`src/rtl/dem_pkg.sv`:
```
// shared types, widths and constants of the disparity error metrics block
// no dependencies
`timescale 1ns / 1ps

package dem_pkg;

  localparam int DISP_W          = 16;
  localparam int FRAC_BITS       = 4;
  localparam int MAX_PIXELS_LOG2 = 22;
  localparam int COUNT_W         = 23;
  localparam int SUM_W           = 55;
  localparam int PCT_W           = 14;
  localparam int RMS_W           = 24;
  localparam int ERR_W           = DISP_W + 1;
  localparam int SQ_ERR_W        = 2 * ERR_W;

  // rms is taken of sum * 2^RMS_SHIFT / n so the root lands in 1/256 pixel
  localparam int RMS_SHIFT = 16 - 2 * FRAC_BITS;
  localparam int DIV_W     = SUM_W + RMS_SHIFT;
  localparam int ROOT_W    = (DIV_W + 1) / 2;
  localparam int RAD_W     = 2 * ROOT_W;
  localparam int STEP_W    = $clog2(DIV_W);

  localparam int PCT_SCALE_VAL = 10000;
  localparam int PROD_W        = COUNT_W + PCT_W;

  localparam logic [COUNT_W-1:0] PIXEL_CAP =
    (MAX_PIXELS_LOG2 >= COUNT_W) ? {COUNT_W{1'b1}} : COUNT_W'(1 << MAX_PIXELS_LOG2);

  localparam int QUEUE_DEPTH = 2;
  localparam int QPTR_W      = (QUEUE_DEPTH > 1) ? $clog2(QUEUE_DEPTH) : 1;
  localparam int QCNT_W      = $clog2(QUEUE_DEPTH + 1);

  // configuration register indexes
  localparam int CFG_IDX_W = 2;
  localparam logic [CFG_IDX_W-1:0] REG_RANGE_MIN  = 2'd0;
  localparam logic [CFG_IDX_W-1:0] REG_RANGE_MAX  = 2'd1;
  localparam logic [CFG_IDX_W-1:0] REG_BAD_THRESH = 2'd2;
  localparam logic [CFG_IDX_W-1:0] REG_RANGE_EN   = 2'd3;

  localparam logic [DISP_W-1:0] BAD_THRESH_RST = DISP_W'(16);

  typedef struct packed {
    logic signed [DISP_W-1:0] est_disp;
    logic signed [DISP_W-1:0] gt_disp;
    logic                     est_finite;
    logic                     gt_finite;
    logic                     last_pixel;
  } dem_in_t;

  typedef struct packed {
    logic               has_valid;
    logic [COUNT_W-1:0] valid_count;
    logic [COUNT_W-1:0] bad_count;
    logic [PCT_W-1:0]   bad_percent;
    logic [RMS_W-1:0]   rms_error;
  } dem_res_t;

  typedef struct packed {
    logic signed [DISP_W-1:0] range_min;
    logic signed [DISP_W-1:0] range_max;
    logic [DISP_W-1:0]        bad_threshold;
    logic                     range_filter_enable;
  } dem_cfg_t;

  // frame totals handed from the front to the back
  typedef struct packed {
    logic [COUNT_W-1:0] count_valid;
    logic [COUNT_W-1:0] count_bad;
    logic [SUM_W-1:0]   sum_squares;
  } dem_snap_t;

  typedef struct packed {
    logic      valid;
    dem_snap_t snap;
  } dem_snap_push_t;

  typedef struct packed {
    logic              empty;
    logic [QCNT_W-1:0] count;
  } dem_qstat_t;

endpackage

```
`src/rtl/dem_front.sv`:
```
// front part: pixel classification, squared error and frame accumulation
// depends on dem_pkg
`timescale 1ns / 1ps

module dem_front (
  input  logic                    clk_i,
  input  logic                    rst_ni,
  input  logic                    accept_i,
  input  dem_pkg::dem_in_t        pix_i,
  input  dem_pkg::dem_cfg_t       cfg_i,
  output dem_pkg::dem_snap_push_t push_o,
  output logic [1:0]              pending_o
);
  import dem_pkg::*;

  logic signed [ERR_W-1:0] diff;
  logic [ERR_W-1:0]        err;
  logic                    filt_on, in_range, take;

  logic                s1_valid_q, s1_take_q, s1_bad_q, s1_last_q;
  logic [ERR_W-1:0]    s1_err_q;
  logic                s2_valid_q, s2_take_q, s2_bad_q, s2_last_q;
  logic [SQ_ERR_W-1:0] s2_sq_q;

  logic [COUNT_W-1:0] cnt_q, bad_q, cnt_n, bad_n;
  logic [SUM_W-1:0]   sum_q, sum_n;
  logic               inc;

  // stage 1: classify
  always_comb begin
    diff     = ERR_W'(pix_i.est_disp) - ERR_W'(pix_i.gt_disp);
    err      = diff[ERR_W-1] ? ERR_W'(-diff) : ERR_W'(diff);
    filt_on  = cfg_i.range_filter_enable && (cfg_i.range_max > cfg_i.range_min);
    in_range = (pix_i.est_disp >= cfg_i.range_min) && (pix_i.est_disp <= cfg_i.range_max);
    take     = pix_i.gt_finite && (pix_i.gt_disp > 0) && pix_i.est_finite &&
               (pix_i.est_disp > 0) && (!filt_on || in_range);
  end

  always_ff @(posedge clk_i or negedge rst_ni) begin
    if (!rst_ni) begin
      s1_valid_q <= 1'b0;
      s2_valid_q <= 1'b0;
    end else begin
      s1_valid_q <= accept_i;
      s2_valid_q <= s1_valid_q;
    end
  end

  always_ff @(posedge clk_i) begin
    s1_take_q <= take;
    s1_bad_q  <= err > ERR_W'(cfg_i.bad_threshold);
    s1_last_q <= pix_i.last_pixel;
    s1_err_q  <= err;
    // stage 2: square
    s2_take_q <= s1_take_q;
    s2_bad_q  <= s1_bad_q;
    s2_last_q <= s1_last_q;
    s2_sq_q   <= SQ_ERR_W'(s1_err_q) * SQ_ERR_W'(s1_err_q);
  end

  // stage 3: accumulate, pixels beyond the cap are dropped
  always_comb begin
    inc   = s2_take_q && (cnt_q < PIXEL_CAP);
    cnt_n = cnt_q + COUNT_W'(inc);
    bad_n = bad_q + COUNT_W'(inc && s2_bad_q);
    sum_n = sum_q + (inc ? SUM_W'(s2_sq_q) : '0);
  end

  always_ff @(posedge clk_i or negedge rst_ni) begin
    if (!rst_ni) begin
      cnt_q <= '0;
      bad_q <= '0;
      sum_q <= '0;
    end else if (s2_valid_q) begin
      if (s2_last_q) begin
        cnt_q <= '0;
        bad_q <= '0;
        sum_q <= '0;
      end else begin
        cnt_q <= cnt_n;
        bad_q <= bad_n;
        sum_q <= sum_n;
      end
    end
  end

  assign push_o.valid            = s2_valid_q && s2_last_q;
  assign push_o.snap.count_valid = cnt_n;
  assign push_o.snap.count_bad   = bad_n;
  assign push_o.snap.sum_squares = sum_n;

  assign pending_o = 2'(s1_valid_q && s1_last_q) + 2'(s2_valid_q && s2_last_q);

endmodule

```
`src/rtl/dem_snap_fifo.sv`:
```
// short queue of frame totals between the front and the back
// depends on dem_pkg
`timescale 1ns / 1ps

module dem_snap_fifo (
  input  logic                    clk_i,
  input  logic                    rst_ni,
  input  dem_pkg::dem_snap_push_t push_i,
  input  logic                    pop_i,
  output dem_pkg::dem_snap_t      head_o,
  output dem_pkg::dem_qstat_t     stat_o
);
  import dem_pkg::*;

  dem_snap_t         mem_q [QUEUE_DEPTH];
  logic [QPTR_W-1:0] wr_ptr_q, rd_ptr_q;
  logic [QCNT_W-1:0] count_q;
  logic              do_pop;

  assign do_pop = pop_i && (count_q != '0);

  always_ff @(posedge clk_i) begin
    if (push_i.valid) begin
      mem_q[wr_ptr_q] <= push_i.snap;
    end
  end

  always_ff @(posedge clk_i or negedge rst_ni) begin
    if (!rst_ni) begin
      wr_ptr_q <= '0;
      rd_ptr_q <= '0;
      count_q  <= '0;
    end else begin
      if (push_i.valid) begin
        wr_ptr_q <= (wr_ptr_q == QPTR_W'(QUEUE_DEPTH - 1)) ? '0 : wr_ptr_q + 1'b1;
      end
      if (do_pop) begin
        rd_ptr_q <= (rd_ptr_q == QPTR_W'(QUEUE_DEPTH - 1)) ? '0 : rd_ptr_q + 1'b1;
      end
      count_q <= count_q + QCNT_W'(push_i.valid) - QCNT_W'(do_pop);
    end
  end

  assign head_o       = mem_q[rd_ptr_q];
  assign stat_o.empty = (count_q == '0);
  assign stat_o.count = count_q;

endmodule

```
`src/rtl/dem_back.sv`:
```
// back part: shared bit-serial divider, digit-serial square root, result register
// depends on dem_pkg
`timescale 1ns / 1ps

module dem_back (
  input  logic                clk_i,
  input  logic                rst_ni,
  input  dem_pkg::dem_qstat_t qstat_i,
  input  dem_pkg::dem_snap_t  head_i,
  output logic                qpop_o,
  input  logic                pop_i,
  output logic                res_valid_o,
  output dem_pkg::dem_res_t   res_o
);
  import dem_pkg::*;

  localparam logic [2:0] ST_IDLE = 3'd0;
  localparam logic [2:0] ST_MUL  = 3'd1;
  localparam logic [2:0] ST_DIVP = 3'd2;
  localparam logic [2:0] ST_DIVR = 3'd3;
  localparam logic [2:0] ST_SQRT = 3'd4;
  localparam logic [2:0] ST_OUT  = 3'd5;

  logic [2:0]         state_q, state_d;
  logic [STEP_W-1:0]  step_q, step_d;
  logic [COUNT_W-1:0] n_q, bad_q;
  logic [SUM_W-1:0]   sum_q;
  logic [DIV_W-1:0]   dvd_q, dvd_d;
  logic [COUNT_W-1:0] rem_q, rem_d;
  logic [PCT_W-1:0]   pct_q, pct_d;
  logic [RAD_W-1:0]   rad_q, rad_d;
  logic [ROOT_W+1:0]  srem_q, srem_d;
  logic [ROOT_W-1:0]  root_q, root_d;
  logic               out_valid_q;
  dem_res_t           out_q;

  // divider step
  logic [COUNT_W:0]   rem_sh;
  logic               q_bit;
  logic [COUNT_W-1:0] rem_n;
  logic [DIV_W-1:0]   dvd_n;
  // root step
  logic [ROOT_W+3:0]  srem_sh, trial;
  logic               r_bit;
  logic [ROOT_W+1:0]  srem_n;
  logic [ROOT_W-1:0]  root_n;
  logic [PROD_W-1:0]  prod;
  logic               out_free;

  always_comb begin
    rem_sh  = {rem_q, dvd_q[DIV_W-1]};
    q_bit   = rem_sh >= {1'b0, n_q};
    rem_n   = q_bit ? COUNT_W'(rem_sh - {1'b0, n_q}) : rem_sh[COUNT_W-1:0];
    dvd_n   = {dvd_q[DIV_W-2:0], q_bit};

    srem_sh = {srem_q, rad_q[RAD_W-1 -: 2]};
    trial   = (ROOT_W+4)'({root_q, 2'b01});
    r_bit   = srem_sh >= trial;
    srem_n  = r_bit ? (ROOT_W+2)'(srem_sh - trial) : srem_sh[ROOT_W+1:0];
    root_n  = {root_q[ROOT_W-2:0], r_bit};

    prod    = PROD_W'(bad_q) * PROD_W'(PCT_SCALE_VAL);
  end

  assign out_free = !out_valid_q || pop_i;
  assign qpop_o   = (state_q == ST_IDLE) && !qstat_i.empty;

  always_comb begin
    state_d = state_q;
    step_d  = step_q;
    dvd_d   = dvd_q;
    rem_d   = rem_q;
    pct_d   = pct_q;
    rad_d   = rad_q;
    srem_d  = srem_q;
    root_d  = root_q;
    unique case (state_q)
      ST_IDLE: begin
        pct_d  = '0;
        root_d = '0;
        if (!qstat_i.empty) begin
          state_d = (head_i.count_valid == '0) ? ST_OUT : ST_MUL;
        end
      end
      ST_MUL: begin
        dvd_d   = DIV_W'(prod);
        rem_d   = '0;
        step_d  = '0;
        state_d = ST_DIVP;
      end
      ST_DIVP: begin
        dvd_d  = dvd_n;
        rem_d  = rem_n;
        step_d = step_q + 1'b1;
        if (step_q == STEP_W'(DIV_W - 1)) begin
          pct_d   = dvd_n[PCT_W-1:0];
          dvd_d   = {sum_q, {RMS_SHIFT{1'b0}}};
          rem_d   = '0;
          step_d  = '0;
          state_d = ST_DIVR;
        end
      end
      ST_DIVR: begin
        dvd_d  = dvd_n;
        rem_d  = rem_n;
        step_d = step_q + 1'b1;
        if (step_q == STEP_W'(DIV_W - 1)) begin
          rad_d   = RAD_W'(dvd_n);
          srem_d  = '0;
          root_d  = '0;
          step_d  = '0;
          state_d = ST_SQRT;
        end
      end
      ST_SQRT: begin
        rad_d  = {rad_q[RAD_W-3:0], 2'b00};
        srem_d = srem_n;
        root_d = root_n;
        step_d = step_q + 1'b1;
        if (step_q == STEP_W'(ROOT_W - 1)) begin
          state_d = ST_OUT;
        end
      end
      ST_OUT: begin
        if (out_free) begin
          state_d = ST_IDLE;
        end
      end
      default: state_d = ST_IDLE;
    endcase
  end

  always_ff @(posedge clk_i or negedge rst_ni) begin
    if (!rst_ni) begin
      state_q     <= ST_IDLE;
      step_q      <= '0;
      out_valid_q <= 1'b0;
    end else begin
      state_q <= state_d;
      step_q  <= step_d;
      if ((state_q == ST_OUT) && out_free) begin
        out_valid_q <= 1'b1;
      end else if (pop_i) begin
        out_valid_q <= 1'b0;
      end
    end
  end

  always_ff @(posedge clk_i) begin
    dvd_q  <= dvd_d;
    rem_q  <= rem_d;
    pct_q  <= pct_d;
    rad_q  <= rad_d;
    srem_q <= srem_d;
    root_q <= root_d;
    if (qpop_o) begin
      n_q   <= head_i.count_valid;
      bad_q <= head_i.count_bad;
      sum_q <= head_i.sum_squares;
    end
    if ((state_q == ST_OUT) && out_free) begin
      out_q.has_valid   <= (n_q != '0);
      out_q.valid_count <= n_q;
      out_q.bad_count   <= bad_q;
      out_q.bad_percent <= pct_q;
      out_q.rms_error   <= root_q[RMS_W-1:0];
    end
  end

  assign res_valid_o = out_valid_q;
  assign res_o       = out_q;

endmodule

```
`src/rtl/disparity_error_metrics.sv`:
```
// top level of the disparity error metrics block: configuration registers,
// queue-style ports and the front / queue / back split; depends on dem_pkg,
// dem_front, dem_snap_fifo and dem_back
`timescale 1ns / 1ps

// throughput: one pixel per cycle into the front while full is low; full rises only
//   while two frame results are queued or in flight ahead of the back
// back: the shared one-bit-per-cycle divider (63 steps, used twice) and the 32-step
//   root give the percentage and the rms of each frame
// reset: asynchronous, clears the accumulators, the queue and the result valid flag;
//   configuration comes back as range 0..0, threshold 16, filter off
module disparity_error_metrics (
  input  logic                               clk_i,
  input  logic                               rst_ni,
  // pixel side
  input  logic                               push,
  output logic                               full,
  input  dem_pkg::dem_in_t                   in_i,
  // result side
  output logic                               empty,
  input  logic                               pop,
  output dem_pkg::dem_res_t                  res_o,
  // configuration write channel
  input  logic                               cfg_valid_i,
  output logic                               cfg_ready_o,
  input  logic [dem_pkg::CFG_IDX_W-1:0]      cfg_index_i,
  input  logic [dem_pkg::DISP_W-1:0]         cfg_data_i
);
  import dem_pkg::*;

  dem_cfg_t       cfg_q;
  dem_snap_push_t snap_push;
  dem_snap_t      snap_head;
  dem_qstat_t     qstat;
  logic [1:0]     pending;
  logic           accept, qpop, res_valid;

  // configuration registers, always ready
  assign cfg_ready_o = 1'b1;

  always_ff @(posedge clk_i or negedge rst_ni) begin
    if (!rst_ni) begin
      cfg_q.range_min           <= '0;
      cfg_q.range_max           <= '0;
      cfg_q.bad_threshold       <= BAD_THRESH_RST;
      cfg_q.range_filter_enable <= 1'b0;
    end else if (cfg_valid_i) begin
      unique case (cfg_index_i)
        REG_RANGE_MIN:  cfg_q.range_min           <= cfg_data_i;
        REG_RANGE_MAX:  cfg_q.range_max           <= cfg_data_i;
        REG_BAD_THRESH: cfg_q.bad_threshold       <= cfg_data_i;
        REG_RANGE_EN:   cfg_q.range_filter_enable <= cfg_data_i[0];
        default: ;
      endcase
    end
  end

  // a queue slot is reserved for every frame end still inside the front pipeline,
  // so the front never has to stall once a pixel is taken
  assign full   = (3'(qstat.count) + 3'(pending)) >= 3'(QUEUE_DEPTH);
  assign accept = push && !full;

  // front: classify each pixel, square its error, accumulate frame totals
  dem_front u_front (
    .clk_i     (clk_i),
    .rst_ni    (rst_ni),
    .accept_i  (accept),
    .pix_i     (in_i),
    .cfg_i     (cfg_q),
    .push_o    (snap_push),
    .pending_o (pending)
  );

  // frame totals wait here while the back is busy with an earlier frame
  dem_snap_fifo u_fifo (
    .clk_i  (clk_i),
    .rst_ni (rst_ni),
    .push_i (snap_push),
    .pop_i  (qpop),
    .head_o (snap_head),
    .stat_o (qstat)
  );

  // back: percentage and rms through the shared divider and root unit
  dem_back u_back (
    .clk_i       (clk_i),
    .rst_ni      (rst_ni),
    .qstat_i     (qstat),
    .head_i      (snap_head),
    .qpop_o      (qpop),
    .pop_i       (pop),
    .res_valid_o (res_valid),
    .res_o       (res_o)
  );

  assign empty = !res_valid;

  // a frame end is never pushed into a full queue
  assert property (@(posedge clk_i) disable iff (!rst_ni)
    snap_push.valid |-> (qstat.count != QCNT_W'(QUEUE_DEPTH)))
    else $error("frame totals pushed into a full queue");

  // the result says it has pixels exactly when its count is non-zero
  assert property (@(posedge clk_i) disable iff (!rst_ni)
    !empty |-> (res_o.has_valid == (res_o.valid_count != '0)))
    else $error("has_valid disagrees with valid_count");

  // bad pixels are a subset of counted pixels
  assert property (@(posedge clk_i) disable iff (!rst_ni)
    !empty |-> (res_o.bad_count <= res_o.valid_count))
    else $error("bad_count above valid_count");

  // percentage in hundredths of a percent never exceeds one hundred percent
  assert property (@(posedge clk_i) disable iff (!rst_ni)
    !empty |-> (res_o.bad_percent <= PCT_W'(PCT_SCALE_VAL)))
    else $error("bad_percent out of range");

  // a waiting result holds until it is popped
  assert property (@(posedge clk_i) disable iff (!rst_ni)
    (!empty && !pop) |=> (!empty && $stable(res_o)))
    else $error("result changed before pop");

endmodule

```
`config.mk`:
```
export PLATFORM = sky130hd
export DESIGN_NAME = disparity_error_metrics
export DESIGN_NICKNAME = d
export VERILOG_FILES = /design/src/rtl/dem_pkg.sv /design/src/rtl/dem_front.sv /design/src/rtl/dem_snap_fifo.sv /design/src/rtl/dem_back.sv /design/src/rtl/disparity_error_metrics.sv
export SDC_FILE = /design/constraint.sdc
export NUM_CORES = 2
export LEC_CHECK = 0
export BUFFER_PORTS_ARGS = -buffer_cell sky130_fd_sc_hd__buf_2
export CORE_ASPECT_RATIO = 1.2
export CORE_MARGIN = 5
export CORE_UTILIZATION = 35
export CTS_BUF_LIST = sky130_fd_sc_hd__clkbuf_8
export DETAILED_ROUTE_END_ITERATION = 8
export PLACE_DENSITY = 0.58
export SYNTH_ARGS = -nofsm -noshare
export SYNTH_HDL_FRONTEND = slang
export SYNTH_HIERARCHICAL = 1
export SYNTH_SLANG_ARGS = --single-unit
export TNS_END_PERCENT = 5
```
`constraint.sdc`:
```
create_clock -name clk_i -period 30.8 [get_ports clk_i]
set_clock_uncertainty 0.1 [all_clocks]
set_input_delay 1.54 -clock clk_i [delete_from_list [all_inputs] [get_ports clk_i]]
set_output_delay 1.54 -clock clk_i [all_outputs]
set_load 0.005 [all_outputs]
```
==> metrics.md <==
| Metric | Value |
|---|---|
| Outcome | `finished clean` |
| Overall die area | `~0.16 mm²` |
| Number of iterations in the first detailed-routing pass | `5` |
| Reg2Reg Setup Slack | `23960 ps` |
| Summed instance area of the synthesized netlist | `about 0.052 mm²` |
| Critical Path Fanout Max | `18` |
| Count of synthesis-stage warnings from yosys | `6` |
| Total number of vias | `around 33000` |
| Number of antenna violations at the first check in global routing | `3` |
| Detailed Place HPWL | `81.1 mm` |
| Capture endpoint of the worst hold path | `u_front/s2_last_q$_DFF_P_` |
| Synthesis-stage register bit count | `840` |
| Number of max-slew violations in the final report | `0` |
| Avg Inst Size Synth | `around 11 µm²` |
| Final hold violations | `0` |
| Fraction of final layout cells with drive strength greater than 1 | `12.3%` |
| Leading cell type in the layout, fill and taps excluded | `inv_1` |
| Slew @ Worst Pin | `1160 ps` |
| Ratio of final minimum period to clock period | `approximately 22%` |
| Fill cell total of the finished layout | `14400` |
| Crit path arrival time | `7520 ps` |
| Startpoint class of the critical path | `flop` |
| Classification of the worst-slack hold path | `flop to flop` |
| Count of instances resized after the clock tree is built | `0` |
| Commonest non-fill, non-tap cells in the layout | `inv_1 (626), edfxtp_1 (618), nand2_1 (428), ha_1 (381), fa_1 (252)` |
| Least setup slack across all paths after layout | `23960 ps` |
| Routed wire per std cell | `16.3 µm` |
| Post-Synth XOR/XNOR Area | `4.10%` |
| Die outline height | `about 430 µm` |
| CTS tree | `done` |
| Setup Fix Bufs, Post-CTS | `0` |
| Global-route congestion overflow total | `0` |
| Number of global-route vias before repair | `34800` |
| Post-synthesis share of cell area spent on full adders, half adders and majority gates | `18.8%` |
| Max Buffers Root-to-Sink | `3` |
| CTS root buffer | `clkbuf_8` |
| DR DRC count | `0` |
| H-Tree Depth | `4` |
| Synth Area in Compound Gates | `9.58%` |
| Length in cells of the worst reg-to-reg path | `22` |
| Core Area | `0.148 mm²` |
| Post-layout nets | `5403` |
| Final Critical Period | `~7000 ps` |
| Number of maximum-capacitance constraint violations | `0` |
| Wire length of the first global-routing pass | `roughly 180 mm` |
| Iteration-0 DRC count of the detailed router | `between 1500 and 2000` |
| Hold Slack | `245 ps` |
| Non-filler cells, final | `6789` |
| Remaining antenna violation count after routing | `0` |
| Largest net degree at the start of global routing | `84` |
| Final total negative setup slack | `0 ps` |
| Number of enable flip-flop cells after synthesis | `618` |
| Beginning of the worst register-to-register path | `u_front/s1_err_q[5]$_DFF_P_` |
| Hold path cells | `0` |
| Top_reg_cell synth | `edfxtp_1` |
| Post-Syn Instances | `roughly 4600` |
| Starting utilization of the core area | `35.1%` |
| Num CTS Buffers | `around 140` |
| Setup repair after global routing missed its margin | `false` |
| Largest family of logic cells by synthesized area | `adder cells` |
| Cell Count Post-Placement | `6531` |
| Basic-gate share of the synthesized area counting and, or, nand and nor cells | `10.4%` |
| Area of the multi-input gates | `roughly 0.025 mm²` |
| Share of async-settable or async-resettable flops after synthesis | `between 10% and 20%` |
| Worst-case setup slack after placement | `about 24000 ps` |
| WL final | `111 mm` |
| Worst endpoint required time | `31480 ps` |
| Overall track demand over capacity in global routing | `between 10% and 20%` |
| Critical path capture point type | `flop` |
| I/O pin count | `146` |
| Post-synthesis mux area share | `5.58%` |
| Number of distinct library cell variants in the gate-level netlist after synthesis | `106` |
| Placement row count | `155` |
| Relative area change from synthesis to final layout | `10.7%` |
| Hold-fix buffers at CTS | `0` |
| Port Buffer Count | `144` |
| Critical path class | `flop to flop` |
| Clock input transition at the sequential cells of the worst setup and hold paths | `60 ps` |
| Part of the Yosys area used for sequential elements | `45.8%` |
| Peak Freq | `~150 MHz` |
| Count of final setup violators | `0` |
| Startpoint of the tightest hold check path | `u_front/s1_last_q$_DFF_P_` |
| Footprint of the flip-flops and latches | `about 0.024 mm²` |
| Die X | `around 360 µm` |
| Endpoint of the worst-slack reg-to-reg timing path | `u_front/s2_sq_q[30]$_DFF_P_` |
| Headroom to the max-slew limit | `22.2%` |
| Gpl congestion | `0.872` |
| Latest clock arrival within the worst-skew pair | `roughly 860 ps` |
| Via-to-Cell Ratio | `4.89` |
| Clock tree sinks | `between 800 and 900` |
[logic make-up (layout without fill, tap and decap cells)]
kind of cell / count (synthesis) / in the layout
flops: 840 / 840
compound gates: 715 / 715
other cells: 2 / 6
simple gates: 1128 / 1128
mux: 241 / 241
fa+ha+maj: 633 / 633
buf+inv: 761 / 1020
xor+xnor: 244 / 244
[state kept, by name, summed over array words and instances (netlist names), 32 cells and up]
register         cells
u_fifo/mem_q       202
cfg_q               49
u_front/s2_sq_q     33
u_back/srem_q       34
u_back/res_o        85
u_front/sum_q       55
u_back/rad_q        64
u_back/sum_q        55
u_back/dvd_q        63
u_back/root_q       32
[worst max-delay path by stage]
stage / startpoint / to / slack (ps) / depth (start not counted)
2_1_floorplan: u_back/state_q[0]$_DFFE_PN0P_ / u_fifo/count_q[1]$_DFF_PN0_ / 18750 / 9
3_3_place_gp: u_front/s1_err_q[2]$_DFF_P_ / u_front/s2_sq_q[33]$_DFF_P_ / 24170 / 22
3_5_place_dp: u_front/s1_err_q[5]$_DFF_P_ / u_front/s2_sq_q[30]$_DFF_P_ / 23980 / 22
4_1_cts: u_front/s1_err_q[5]$_DFF_P_ / u_front/s2_sq_q[30]$_DFF_P_ / 24000 / 22
5_1_grt: u_front/s1_err_q[5]$_DFF_P_ / u_front/s2_sq_q[32]$_DFF_P_ / 23550 / 22
6_report: u_front/s1_err_q[5]$_DFF_P_ / u_front/s2_sq_q[30]$_DFF_P_ / 23960 / 22
[per-stage QoR]
step	utilization, %	area (µm²)
2_1_floorplan	-	52100
3_3_place_gp	37.0	54800
3_5_place_dp	37.0	54800
4_1_cts	38.8	57600
5_1_grt	38.8	57600
6_report	38.8	57600
[synthesized netlist by cell type, drive strengths merged, types with 78 or more instances]
cell type	instances	area share (%)
nand2	431	3.1
inv	590	4.3
edfxtp	618	36
nand3	86	0.83
a21oi	183	1.8
xnor2	161	2.7
fa	252	9.7
and2	124	1.5
mux2	153	3.9
dfrtp	165	7.9
a21o	78	1.1
xor2	83	1.4
mux2i	88	1.7
nor2	222	1.6
ha	381	9.2
o21ai	114	1.1
clkbuf	134	0.99
[routing by layer]
layer  GRT usage, %  part of all wire, %
met1           18.1                   45
met2           25.0                   49
met3           2.59                  3.8
met4           4.18                  2.2
met5              0                    0
[area by class of cell]
class | instances | share of cell area, %
clock inverter | 104 | 1.21
antenna | 3 | 0.0130
timing repair buffer | 175 | 1.67
tap | 1962 | 4.26
inverter | 590 | 3.85
sequential | 840 | 41.4
clock buffer | 151 | 3.61
multi-input combinational | 2964 | 44.0
[critical path: stages, from the launching register on]
cell and delay (ps):
dfxtp_1 810, nand2_1 180, fa_1 620, inv_1 70, fa_1 510, inv_1 60, fa_1 480, inv_1 60
fa_1 500, fa_1 540, inv_1 50, fa_1 520, inv_1 40, ha_1 350, nand2_1 90, nor2_1 150
o211ai_1 100, a31oi_1 320, a21oi_1 200, o21ai_0 500, a211oi_1 140, o21ai_0 220, xor2_1 150
Power is not shown: default switching activity piles up to over one toggle a cycle in this logic, so the estimate is an artifact.
